**config.mk**
```make
export PLATFORM = sky130hd
export DESIGN_NAME = jpeg_like_run_length_dequantizer
export DESIGN_NICKNAME = d
export VERILOG_FILES = /design/src/hw/rtl/jrld_pkg.sv /design/src/hw/rtl/jrld_ctrl.sv /design/src/hw/rtl/jrld_datapath.sv /design/src/hw/rtl/jpeg_like_run_length_dequantizer.sv
export SDC_FILE = /design/constraint.sdc
export NUM_CORES = 2
export LEC_CHECK = 0
export BUFFER_PORTS_ARGS = -buffer_cell sky130_fd_sc_hd__buf_2
export CAP_MARGIN = 30
export CORE_UTILIZATION = 25
export CTS_CLUSTER_SIZE = 8
export DETAILED_ROUTE_END_ITERATION = 10
export PLACE_DENSITY = 0.45
export SYNTH_ARGS = -nofsm -noshare
export SYNTH_HDL_FRONTEND = slang
export SYNTH_SLANG_ARGS = --single-unit
```
**constraint.sdc**
```tcl
create_clock -name clk_i -period 21.5 [get_ports clk_i]
set_input_delay 4.3 -clock clk_i [delete_from_list [all_inputs] [get_ports clk_i]]
set_output_delay 4.3 -clock clk_i [all_outputs]
set_load 0.02 [all_outputs]
```
**src/hw/rtl/jrld_pkg.sv**
```systemverilog
// shared types, codes and constants for the run-length dequantiser
// no dependencies
package jrld_pkg;

  typedef enum logic [1:0] {
    FUNC_LOAD    = 2'd0,
    FUNC_RESCALE = 2'd1,
    FUNC_START   = 2'd2,
    FUNC_AC      = 2'd3
  } func_e;

  typedef enum logic [1:0] {
    ST_IDLE,
    ST_SWEEP,
    ST_RD,
    ST_WR
  } state_e;

  typedef struct packed {
    func_e              func;
    logic               table_sel;
    logic [5:0]         entry_index;
    logic [7:0]         entry_value;
    logic [7:0]         scale_factor;
    logic signed [15:0] dc_value;
    logic [3:0]         run_length;
    logic [3:0]         value_size;
    logic [14:0]        raw_bits;
  } in_t;

  typedef struct packed {
    logic [5:0]         coef_index;
    logic signed [15:0] coef_value;
    logic               block_last;
  } out_t;

  // controller to datapath
  typedef struct packed {
    logic take;
    logic sweep_step;
    logic coef_rd;
    logic coef_wr;
  } cmd_t;

  // datapath to controller
  typedef struct packed {
    logic ac_full;
    logic sweep_last;
    logic item_done;
    logic out_free;
  } sts_t;

  localparam logic [5:0] AC_SLOTS       = 6'd63;
  localparam logic [7:0] CLAMP_HI       = 8'hFE;
  localparam logic [3:0] ZRL_RUN        = 4'hF;
  localparam logic [6:0] CHROMA_DC_ADDR = 7'd64;

  // zigzag order of the ac slots, last entry is never read
  localparam logic [5:0] SCAN_ORDER [64] = '{
     6'd1,  6'd8, 6'd16,  6'd9,  6'd2,  6'd3, 6'd10, 6'd17,
    6'd24, 6'd32, 6'd25, 6'd18, 6'd11,  6'd4,  6'd5, 6'd12,
    6'd19, 6'd26, 6'd33, 6'd40, 6'd48, 6'd41, 6'd34, 6'd27,
    6'd20, 6'd13,  6'd6,  6'd7, 6'd14, 6'd21, 6'd28, 6'd35,
    6'd42, 6'd49, 6'd56, 6'd57, 6'd50, 6'd43, 6'd36, 6'd29,
    6'd22, 6'd15, 6'd23, 6'd30, 6'd37, 6'd44, 6'd51, 6'd58,
    6'd59, 6'd52, 6'd45, 6'd38, 6'd31, 6'd39, 6'd46, 6'd53,
    6'd60, 6'd61, 6'd54, 6'd47, 6'd55, 6'd62, 6'd63, 6'd63
  };

  // jpeg style sign extension of the raw magnitude bits
  function automatic logic [15:0] level_decode(input logic [3:0] size,
                                               input logic [14:0] raw);
    logic [15:0] mask;
    logic [15:0] mag;
    mask = (16'd1 << size) - 16'd1;
    mag  = {1'b0, raw} & mask;
    if (size != 4'd0 && mag <= (mask >> 1)) begin
      return mag - mask;
    end
    return mag;
  endfunction

endpackage

```
**src/hw/rtl/jrld_ctrl.sv**
```systemverilog
// controller state machine of the run-length dequantiser
// depends on jrld_pkg
module jrld_ctrl (
  input  logic           clk_i,
  input  logic           rst_ni,
  input  logic           in_valid_i,
  output logic           in_ready_o,
  input  jrld_pkg::func_e in_func_i,
  input  jrld_pkg::sts_t sts_i,
  output jrld_pkg::cmd_t cmd_o
);
  import jrld_pkg::*;

  state_e state_q, state_d;

  always_ff @(posedge clk_i or negedge rst_ni) begin
    if (!rst_ni) begin
      state_q <= ST_IDLE;
    end else begin
      state_q <= state_d;
    end
  end

  always_comb begin
    state_d    = state_q;
    cmd_o      = '0;
    in_ready_o = 1'b0;
    unique case (state_q)
      ST_IDLE: begin
        in_ready_o = 1'b1;
        if (in_valid_i) begin
          cmd_o.take = 1'b1;
          unique case (in_func_i)
            FUNC_LOAD:    state_d = ST_IDLE;
            FUNC_RESCALE: state_d = ST_SWEEP;
            FUNC_START:   state_d = ST_RD;
            FUNC_AC:      state_d = sts_i.ac_full ? ST_IDLE : ST_RD;
            default:      state_d = ST_IDLE;
          endcase
        end
      end
      ST_SWEEP: begin
        cmd_o.sweep_step = 1'b1;
        if (sts_i.sweep_last) begin
          state_d = ST_IDLE;
        end
      end
      ST_RD: begin
        cmd_o.coef_rd = 1'b1;
        state_d       = ST_WR;
      end
      ST_WR: begin
        if (sts_i.out_free) begin
          cmd_o.coef_wr = 1'b1;
          state_d       = sts_i.item_done ? ST_IDLE : ST_RD;
        end
      end
      default: state_d = ST_IDLE;
    endcase
  end

endmodule

```
**src/hw/rtl/jrld_datapath.sv**
```systemverilog
// datapath: quantiser tables, rescale sweep, run expansion, output register
// depends on jrld_pkg
module jrld_datapath (
  input  logic           clk_i,
  input  logic           rst_ni,
  input  jrld_pkg::in_t  in_i,
  input  jrld_pkg::cmd_t cmd_i,
  output jrld_pkg::sts_t sts_o,
  output logic           out_valid_o,
  input  logic           out_ready_i,
  output jrld_pkg::out_t out_o
);
  import jrld_pkg::*;

  // tables, entry = table * 64 + position
  logic [7:0]   base_mem [128];
  logic [7:0]   act_mem  [128];
  logic [127:0] base_vld_q;
  logic [127:0] act_vld_q;

  logic [7:0]  base_rd_q;
  logic        base_rd_vld_q;
  logic [7:0]  act_rd_q;
  logic        act_rd_vld_q;

  logic [7:0]  sweep_cnt_q;
  logic [7:0]  factor_q;

  logic [5:0]  ac_pos_q;
  logic        block_table_q;
  logic        dc_mode_q;
  logic        eob_q;
  logic [3:0]  zr_q;
  logic [15:0] level_q;

  logic [5:0]  cur_pos_q;
  logic [15:0] cur_level_q;
  logic        cur_last_q;
  logic        cur_done_q;

  logic        out_valid_q;
  out_t        out_data_q;

  logic        load_we;
  logic        base_we;
  logic        act_we;
  logic [6:0]  act_wa;
  logic [7:0]  act_wd;
  logic [6:0]  load_addr;
  logic [6:0]  sweep_wa;
  logic [7:0]  base_val;
  logic [15:0] scaled;
  logic [7:0]  clamped;
  logic [15:0] in_level;

  logic [5:0]  rd_pos;
  logic [6:0]  rd_addr;
  logic [15:0] emit_level;
  logic        emit_last;
  logic        emit_done;
  logic [7:0]  quant;
  logic [15:0] product;
  logic        out_free;

  assign load_addr = {in_i.table_sel, in_i.entry_index};
  assign load_we   = cmd_i.take && (in_i.func == FUNC_LOAD);
  assign base_we   = load_we;
  assign in_level  = level_decode(in_i.value_size, in_i.raw_bits);

  // rescale sweep: read base at count, write active one entry behind
  assign sweep_wa = 7'(sweep_cnt_q - 8'd1);
  assign base_val = base_rd_vld_q ? base_rd_q : 8'd0;
  assign scaled   = (sweep_wa == CHROMA_DC_ADDR) ? (16'(base_val) >> 2)
                  : ((16'(base_val) * 16'(factor_q)) >> 2);

  always_comb begin
    if (scaled == 16'd0) begin
      clamped = 8'd1;
    end else if (scaled > 16'(CLAMP_HI)) begin
      clamped = CLAMP_HI;
    end else begin
      clamped = scaled[7:0];
    end
  end

  assign act_we = load_we || (cmd_i.sweep_step && sweep_cnt_q != 8'd0);
  assign act_wa = load_we ? load_addr : sweep_wa;
  assign act_wd = load_we ? in_i.entry_value : clamped;

  // next coefficient of the current item
  assign rd_pos     = dc_mode_q ? 6'd0 : SCAN_ORDER[ac_pos_q];
  assign rd_addr    = {block_table_q, rd_pos};
  assign emit_level = (dc_mode_q || (!eob_q && zr_q == 4'd0)) ? level_q : 16'd0;
  assign emit_last  = !dc_mode_q && (ac_pos_q == AC_SLOTS - 6'd1);
  assign emit_done  = dc_mode_q || emit_last || (!eob_q && zr_q == 4'd0);

  assign quant   = act_rd_vld_q ? act_rd_q : 8'd0;
  assign product = 16'(quant) * cur_level_q;

  assign out_free = !out_valid_q || out_ready_i;

  // memories
  always_ff @(posedge clk_i) begin
    if (base_we) begin
      base_mem[load_addr] <= in_i.entry_value;
    end
    if (cmd_i.sweep_step && !sweep_cnt_q[7]) begin
      base_rd_q <= base_mem[sweep_cnt_q[6:0]];
    end
  end

  always_ff @(posedge clk_i) begin
    if (act_we) begin
      act_mem[act_wa] <= act_wd;
    end
    if (cmd_i.coef_rd) begin
      act_rd_q <= act_mem[rd_addr];
    end
  end

  // per-entry valid bits stand in for the zero reset of the tables
  always_ff @(posedge clk_i or negedge rst_ni) begin
    if (!rst_ni) begin
      base_vld_q    <= '0;
      act_vld_q     <= '0;
      base_rd_vld_q <= 1'b0;
      act_rd_vld_q  <= 1'b0;
    end else begin
      if (base_we) begin
        base_vld_q[load_addr] <= 1'b1;
      end
      if (act_we) begin
        act_vld_q[act_wa] <= 1'b1;
      end
      if (cmd_i.sweep_step && !sweep_cnt_q[7]) begin
        base_rd_vld_q <= base_vld_q[sweep_cnt_q[6:0]];
      end
      if (cmd_i.coef_rd) begin
        act_rd_vld_q <= act_vld_q[rd_addr];
      end
    end
  end

  // item and block state
  always_ff @(posedge clk_i or negedge rst_ni) begin
    if (!rst_ni) begin
      ac_pos_q      <= '0;
      block_table_q <= 1'b0;
      dc_mode_q     <= 1'b0;
      eob_q         <= 1'b0;
      zr_q          <= '0;
      sweep_cnt_q   <= '0;
      out_valid_q   <= 1'b0;
    end else begin
      if (cmd_i.take) begin
        unique case (in_i.func)
          FUNC_RESCALE: sweep_cnt_q <= '0;
          FUNC_START: begin
            block_table_q <= in_i.table_sel;
            ac_pos_q      <= '0;
            dc_mode_q     <= 1'b1;
          end
          FUNC_AC: begin
            dc_mode_q <= 1'b0;
            eob_q     <= (in_level == 16'd0) && (in_i.run_length == 4'd0);
            zr_q      <= ((in_level == 16'd0) && (in_i.run_length == 4'd1))
                         ? ZRL_RUN : in_i.run_length;
          end
          default: ;
        endcase
      end
      if (cmd_i.sweep_step) begin
        sweep_cnt_q <= sweep_cnt_q + 8'd1;
      end
      if (cmd_i.coef_rd && !dc_mode_q) begin
        ac_pos_q <= ac_pos_q + 6'd1;
        if (!eob_q && zr_q != 4'd0) begin
          zr_q <= zr_q - 4'd1;
        end
      end
      if (cmd_i.coef_wr) begin
        out_valid_q <= 1'b1;
      end else if (out_ready_i) begin
        out_valid_q <= 1'b0;
      end
    end
  end

  // payload registers
  always_ff @(posedge clk_i) begin
    if (cmd_i.take) begin
      factor_q <= in_i.scale_factor;
      level_q  <= (in_i.func == FUNC_START) ? $unsigned(in_i.dc_value) : in_level;
    end
    if (cmd_i.coef_rd) begin
      cur_pos_q   <= rd_pos;
      cur_level_q <= emit_level;
      cur_last_q  <= emit_last;
      cur_done_q  <= emit_done;
    end
    if (cmd_i.coef_wr) begin
      out_data_q.coef_index <= cur_pos_q;
      out_data_q.coef_value <= product;
      out_data_q.block_last <= cur_last_q;
    end
  end

  assign sts_o.ac_full    = (ac_pos_q == AC_SLOTS);
  assign sts_o.sweep_last = sweep_cnt_q[7];
  assign sts_o.item_done  = cur_done_q;
  assign sts_o.out_free   = out_free;

  assign out_valid_o = out_valid_q;
  assign out_o       = out_data_q;

  a_wr_needs_room: assert property (@(posedge clk_i) disable iff (!rst_ni)
    cmd_i.coef_wr |-> (!out_valid_q || out_ready_i))
    else $error("coefficient loaded over an untaken word");

  a_last_at_end: assert property (@(posedge clk_i) disable iff (!rst_ni)
    (out_valid_q && out_data_q.block_last) |-> (out_data_q.coef_index == 6'd63))
    else $error("block_last away from the final position");

  a_rd_then_wr: assert property (@(posedge clk_i) disable iff (!rst_ni)
    cmd_i.coef_rd |=> !cmd_i.coef_rd)
    else $error("two table reads without a write between");

  a_no_take_busy: assert property (@(posedge clk_i) disable iff (!rst_ni)
    (cmd_i.sweep_step || cmd_i.coef_rd) |-> !cmd_i.take)
    else $error("word taken while busy");

endmodule

```
**src/hw/rtl/jpeg_like_run_length_dequantizer.sv**
```systemverilog
// top level of the zigzag run-length dequantiser for 8x8 blocks
// depends on jrld_pkg, jrld_ctrl, jrld_datapath
// load word: one entry into the base and active tables; rescale: one table entry per cycle over both tables
// block start and each ac coefficient: table read, then multiply into the output register
// once that register is free; up to 63 coefficients per symbol
// reset: tables read as zero through per-entry valid bits, ac position 0, luma table
module jpeg_like_run_length_dequantizer (
  input  logic           clk_i,
  input  logic           rst_ni,
  input  logic           in_valid_i,
  output logic           in_ready_o,
  input  jrld_pkg::in_t  in_i,
  output logic           out_valid_o,
  input  logic           out_ready_i,
  output jrld_pkg::out_t out_o
);
  import jrld_pkg::*;

  // command and status between the sequencer and the datapath
  cmd_t cmd;
  sts_t sts;

  // sequencer: accepts a word only when idle, then runs the sweep
  // or the read/write pairs that expand one symbol into coefficients
  jrld_ctrl u_ctrl (
    .clk_i      (clk_i),
    .rst_ni     (rst_ni),
    .in_valid_i (in_valid_i),
    .in_ready_o (in_ready_o),
    .in_func_i  (in_i.func),
    .sts_i      (sts),
    .cmd_o      (cmd)
  );

  // datapath: quantiser tables, run counters and the output register,
  // which lets the next word in while a coefficient waits downstream
  jrld_datapath u_datapath (
    .clk_i       (clk_i),
    .rst_ni      (rst_ni),
    .in_i        (in_i),
    .cmd_i       (cmd),
    .sts_o       (sts),
    .out_valid_o (out_valid_o),
    .out_ready_i (out_ready_i),
    .out_o       (out_o)
  );

endmodule

```
==> impl_metrics.ini <==
[outcome]
outcome = finished clean

[floorplan]
coreArea_um2 = 411000
die_area_um2 = 416000
core.rowCount = 235
io_pins = 93
die_h_um = 645
dieWidth_um = 645
start_util_pct = 25.2

[yosys]
syn_nets = 6572
synth-async-reset-ratio_pct = 11.7
synth_warnings = 0
ys.flop_type = edfxtp_1
netlist-cell-type-count = 101
avgSynthCellArea_um2 = 16.4
netlist_instances = 6316
netlist_area_um2 = 103000
synth_edf_count = 2135
ys_seq_area_share_pct = 68.8
ys_ff_latch = 2417

[hold_path]
hold_class = reg2reg
whs_path_depth = 0

[grt]
grt_antenna_before_repair = 27
grtUsageMet2_pct = 23.4
grt_usage_pct = 13.9
gr-usage-met1_pct = 18.8
grt_overflow = 0
use_met3_pct = 2.15
grt_pass1_vias = 58900
grt_pass1_wl_mm = 428
top_usage_layer = met2
grt_max_degree = 123

[clock_tree]
cts_htree_levels = 5
clock-sinks = 2417
cts_resized = 0
ctsHoldBuffers = 0
clkTransAtPathRegs_ns = 0.05
clk_path_buf_depth = 4
insertion_delay_ns = 0.92
cts_tree = built
clockRootBuffer = clkbuf_16
cts_buffers = 344
postCtsSetupBuffers = 0

[critical_path]
cp_num_cells = 18
critical_path_class = in2reg
path_cells = buf_2 > nor4_4 > inv_2 > ha_1 > or3_1 > a21oi_1 > nor2_1 > nor2_1 > ha_1 > a21oi_1 > a21boi_0 > o31ai_1 > a41oi_2 > nor2_1 > a41oi_1 > nor4_2 > nand3_1 > o211ai_2
cp_data_required_time_ns = 22.30
worst-path-max-fanout = 23
rr_worst_depth = 23
cp.buffers_inverters = 2
start_kind = input port
cpPeakStageDelay_ns = 0.77
critPathArrivalTime_ns = 9.74
end_kind = flop
crit_family = simple AND/OR/NAND/NOR gates
cp_common_cell = nor2_1
cpMaxStageDelayCell = nor2_1

[power]
peakVddDrop_uv = 328
p_leak_nw = 40.4
powerDensity_nw_per_um2 = 161
p_total_mw = 19.4

[cells_and_area]
fill_cells = 40600
layout-drive-gt1-share_pct = 22.6
finalNetCount = 6802
most-common-layout-cells = edfxtp_1 (2135), nor2_1 (411), mux4_2 (399), nand2_1 (366), clkbuf_16 (352)
layout_commonest_cell = edfxtp_1
fin_area_um2 = 121000
area_growth_pct = 16.8

[sta]
slew_viol_final = 0
layout_setup_ws_ns = 12.56
post-route-period-util_pct = 41.6
relSlewSlack_pct = 27.6
period_minus_slack_ns = 8.94
finalClockSkew_ns = 0.0765
worst_slew_pin_slew_ns = 1.09
fmax_mhz = 112
final_hold_viol_count = 0
rsz0062_at_grt = false
setup_viol = 0
tns_ns = 0
holdWs_ns = 0.418

[place]
pre_cts_ws_ns = 11.73
placed_area_um2 = 110000
gp_congestion = 0.818
portBuffers = 92
dpl.hpwl_mm = 185

[flow_run]
max-cap-violations = 0

[drt]
wl_per_cell_um = 24.1
vias = 56900
drc_errors = 0
ant_nets = 0
viasPerCell = 4.63
drtIter0Drc = 5104
first_pass_iters = 5
wl_mm = 296
## flip-flops by register name, summed over array words and instances (netlist names), 2 cells and up
register / cells
u_datapath.act_vld_q: 128
u_datapath.cur_level_q: 16
u_datapath.act_rd_q: 8
u_datapath.cur_pos_q: 6
u_datapath.factor_q: 8
u_datapath.level_q: 16
u_datapath.zr_q: 4
u_datapath.ac_pos_q: 6
u_datapath.base_rd_q: 8
u_datapath.act_mem: 1024
u_datapath.base_vld_q: 128
u_ctrl.state_q: 2
u_datapath.out_o: 23
u_datapath.base_mem: 1024
u_datapath.sweep_cnt_q: 8
## worst reg2reg max path, stage by stage (launching register included)
cell       delay [ns]
dfrtp_1          0.32
buf_4            0.41
and2_1           0.28
nand2_1          0.10
fa_1             0.55
inv_1            0.04
ha_1             0.26
inv_1            0.04
fa_1             0.46
fa_1             0.50
inv_1            0.04
ha_1             0.30
a21oi_1          0.22
o21bai_1         0.14
a2111oi_0        0.72
o41ai_1          0.18
mux2i_1          0.20
nor4_1           0.07
o311ai_0         0.11
buf_4            0.23
nand2_1          0.21
a31oi_4          0.58
buf_4            0.69
buf_4            0.87
## layout make-up
| cell class | instances | area (um^2) | share of cell area, % |
|---|---|---|---|
| well taps | 5451 | 6820 | 5.65 |
| flip-flops and latches | 2417 | 71200 | 58.9 |
| inverters | 162 | 632 | 0.523 |
| multi-input cells | 3398 | 30200 | 25.0 |
| clock inverters | 25 | 385 | 0.319 |
| diodes | 6 | 15.0 | 0.0124 |
| clock buffers | 602 | 9770 | 8.08 |
| repair buffers | 223 | 1770 | 1.46 |
## layer usage
metal,share of wire (%),vias to the layer above,routed length (um)
met5,0.021,-,62
met3,5.0,422,14900
li1,-,24900,-
met1,44,30000,129000
met2,49,1584,145000
met4,2.5,10,7420
## cells by family (layout without fill, tap and decap cells)
| family | Yosys count | after routing | synth area share (%) |
|---|---|---|---|
| xor+xnor | 45 | 45 | 0.381 |
| mux | 897 | 897 | 13.8 |
| fa+ha+maj | 189 | 189 | 2.98 |
| other cells | 1 | 7 | 0.00363 |
| buf+inv | 501 | 1012 | 2.13 |
| compound gates | 701 | 701 | 4.41 |
| simple gates | 1565 | 1565 | 7.49 |
| flops | 2417 | 2417 | 68.8 |
## power by group
part	internal, mW	switching (mW)	total, mW
clock network	3.07	2.03	5.10
logic	2.57	5.05	7.61
registers	6.47	0.232	6.71
total	12.1	7.30	19.4
## worst paths after layout
kind	startpoint	to	slack (ns)
worst max-delay path	in_i[17]	u_datapath.zr_q[3]$_DFF_PN0_	12.56
worst min-delay path	u_datapath.cur_pos_q[2]$_DFFE_PP_	u_datapath.out_o[19]$_DFFE_PP_	0.42
worst max register to register	u_datapath.base_rd_vld_q$_DFFE_PN0P_	u_datapath.act_mem[44][5]$_DFFE_PP_	13.53
worst min register to register	u_datapath.cur_pos_q[2]$_DFFE_PP_	u_datapath.out_o[19]$_DFFE_PP_	0.42
max in group asynchronous	rst_ni	u_datapath.act_vld_q[46]$_DFFE_PN0N_	15.95
min in group asynchronous	rst_ni	u_datapath.base_vld_q[88]$_DFFE_PN0P_	3.44
## synthesized netlist by cell type (27+ instances only)
cell type	number	area share, %
ha_1	92	1.1
mux2_2	240	2.6
nor2_1	411	1.5
a211oi_1	40	0.29
a221oi_1	51	0.43
and3_1	122	0.74
edfxtp_1	2135	62
fa_1	96	1.9
buf_4	27	0.20
nand3_1	157	0.76
xnor2_1	34	0.29
buf_1	38	0.14
dfrtp_1	282	6.8
a31oi_1	28	0.17
o21ai_0	165	0.80
inv_1	156	0.57
a22oi_1	49	0.36
nor2b_1	83	0.50
nand2_1	367	1.3
mux4_2	399	8.7
buf_2	77	0.37
or2_2	247	1.5
mux2i_1	258	2.5
clkbuf_1	183	0.66
a21oi_1	191	0.92
## stage by stage
stage	cells	utilization, %
2_1_floorplan	6316	-
3_3_place_gp	11600	26.8
3_5_place_dp	11600	26.9
4_1_cts	12300	29.4
5_1_grt	12300	29.4
6_report	12300	29.4
Note: power is estimated with default switching activity, not from simulation.
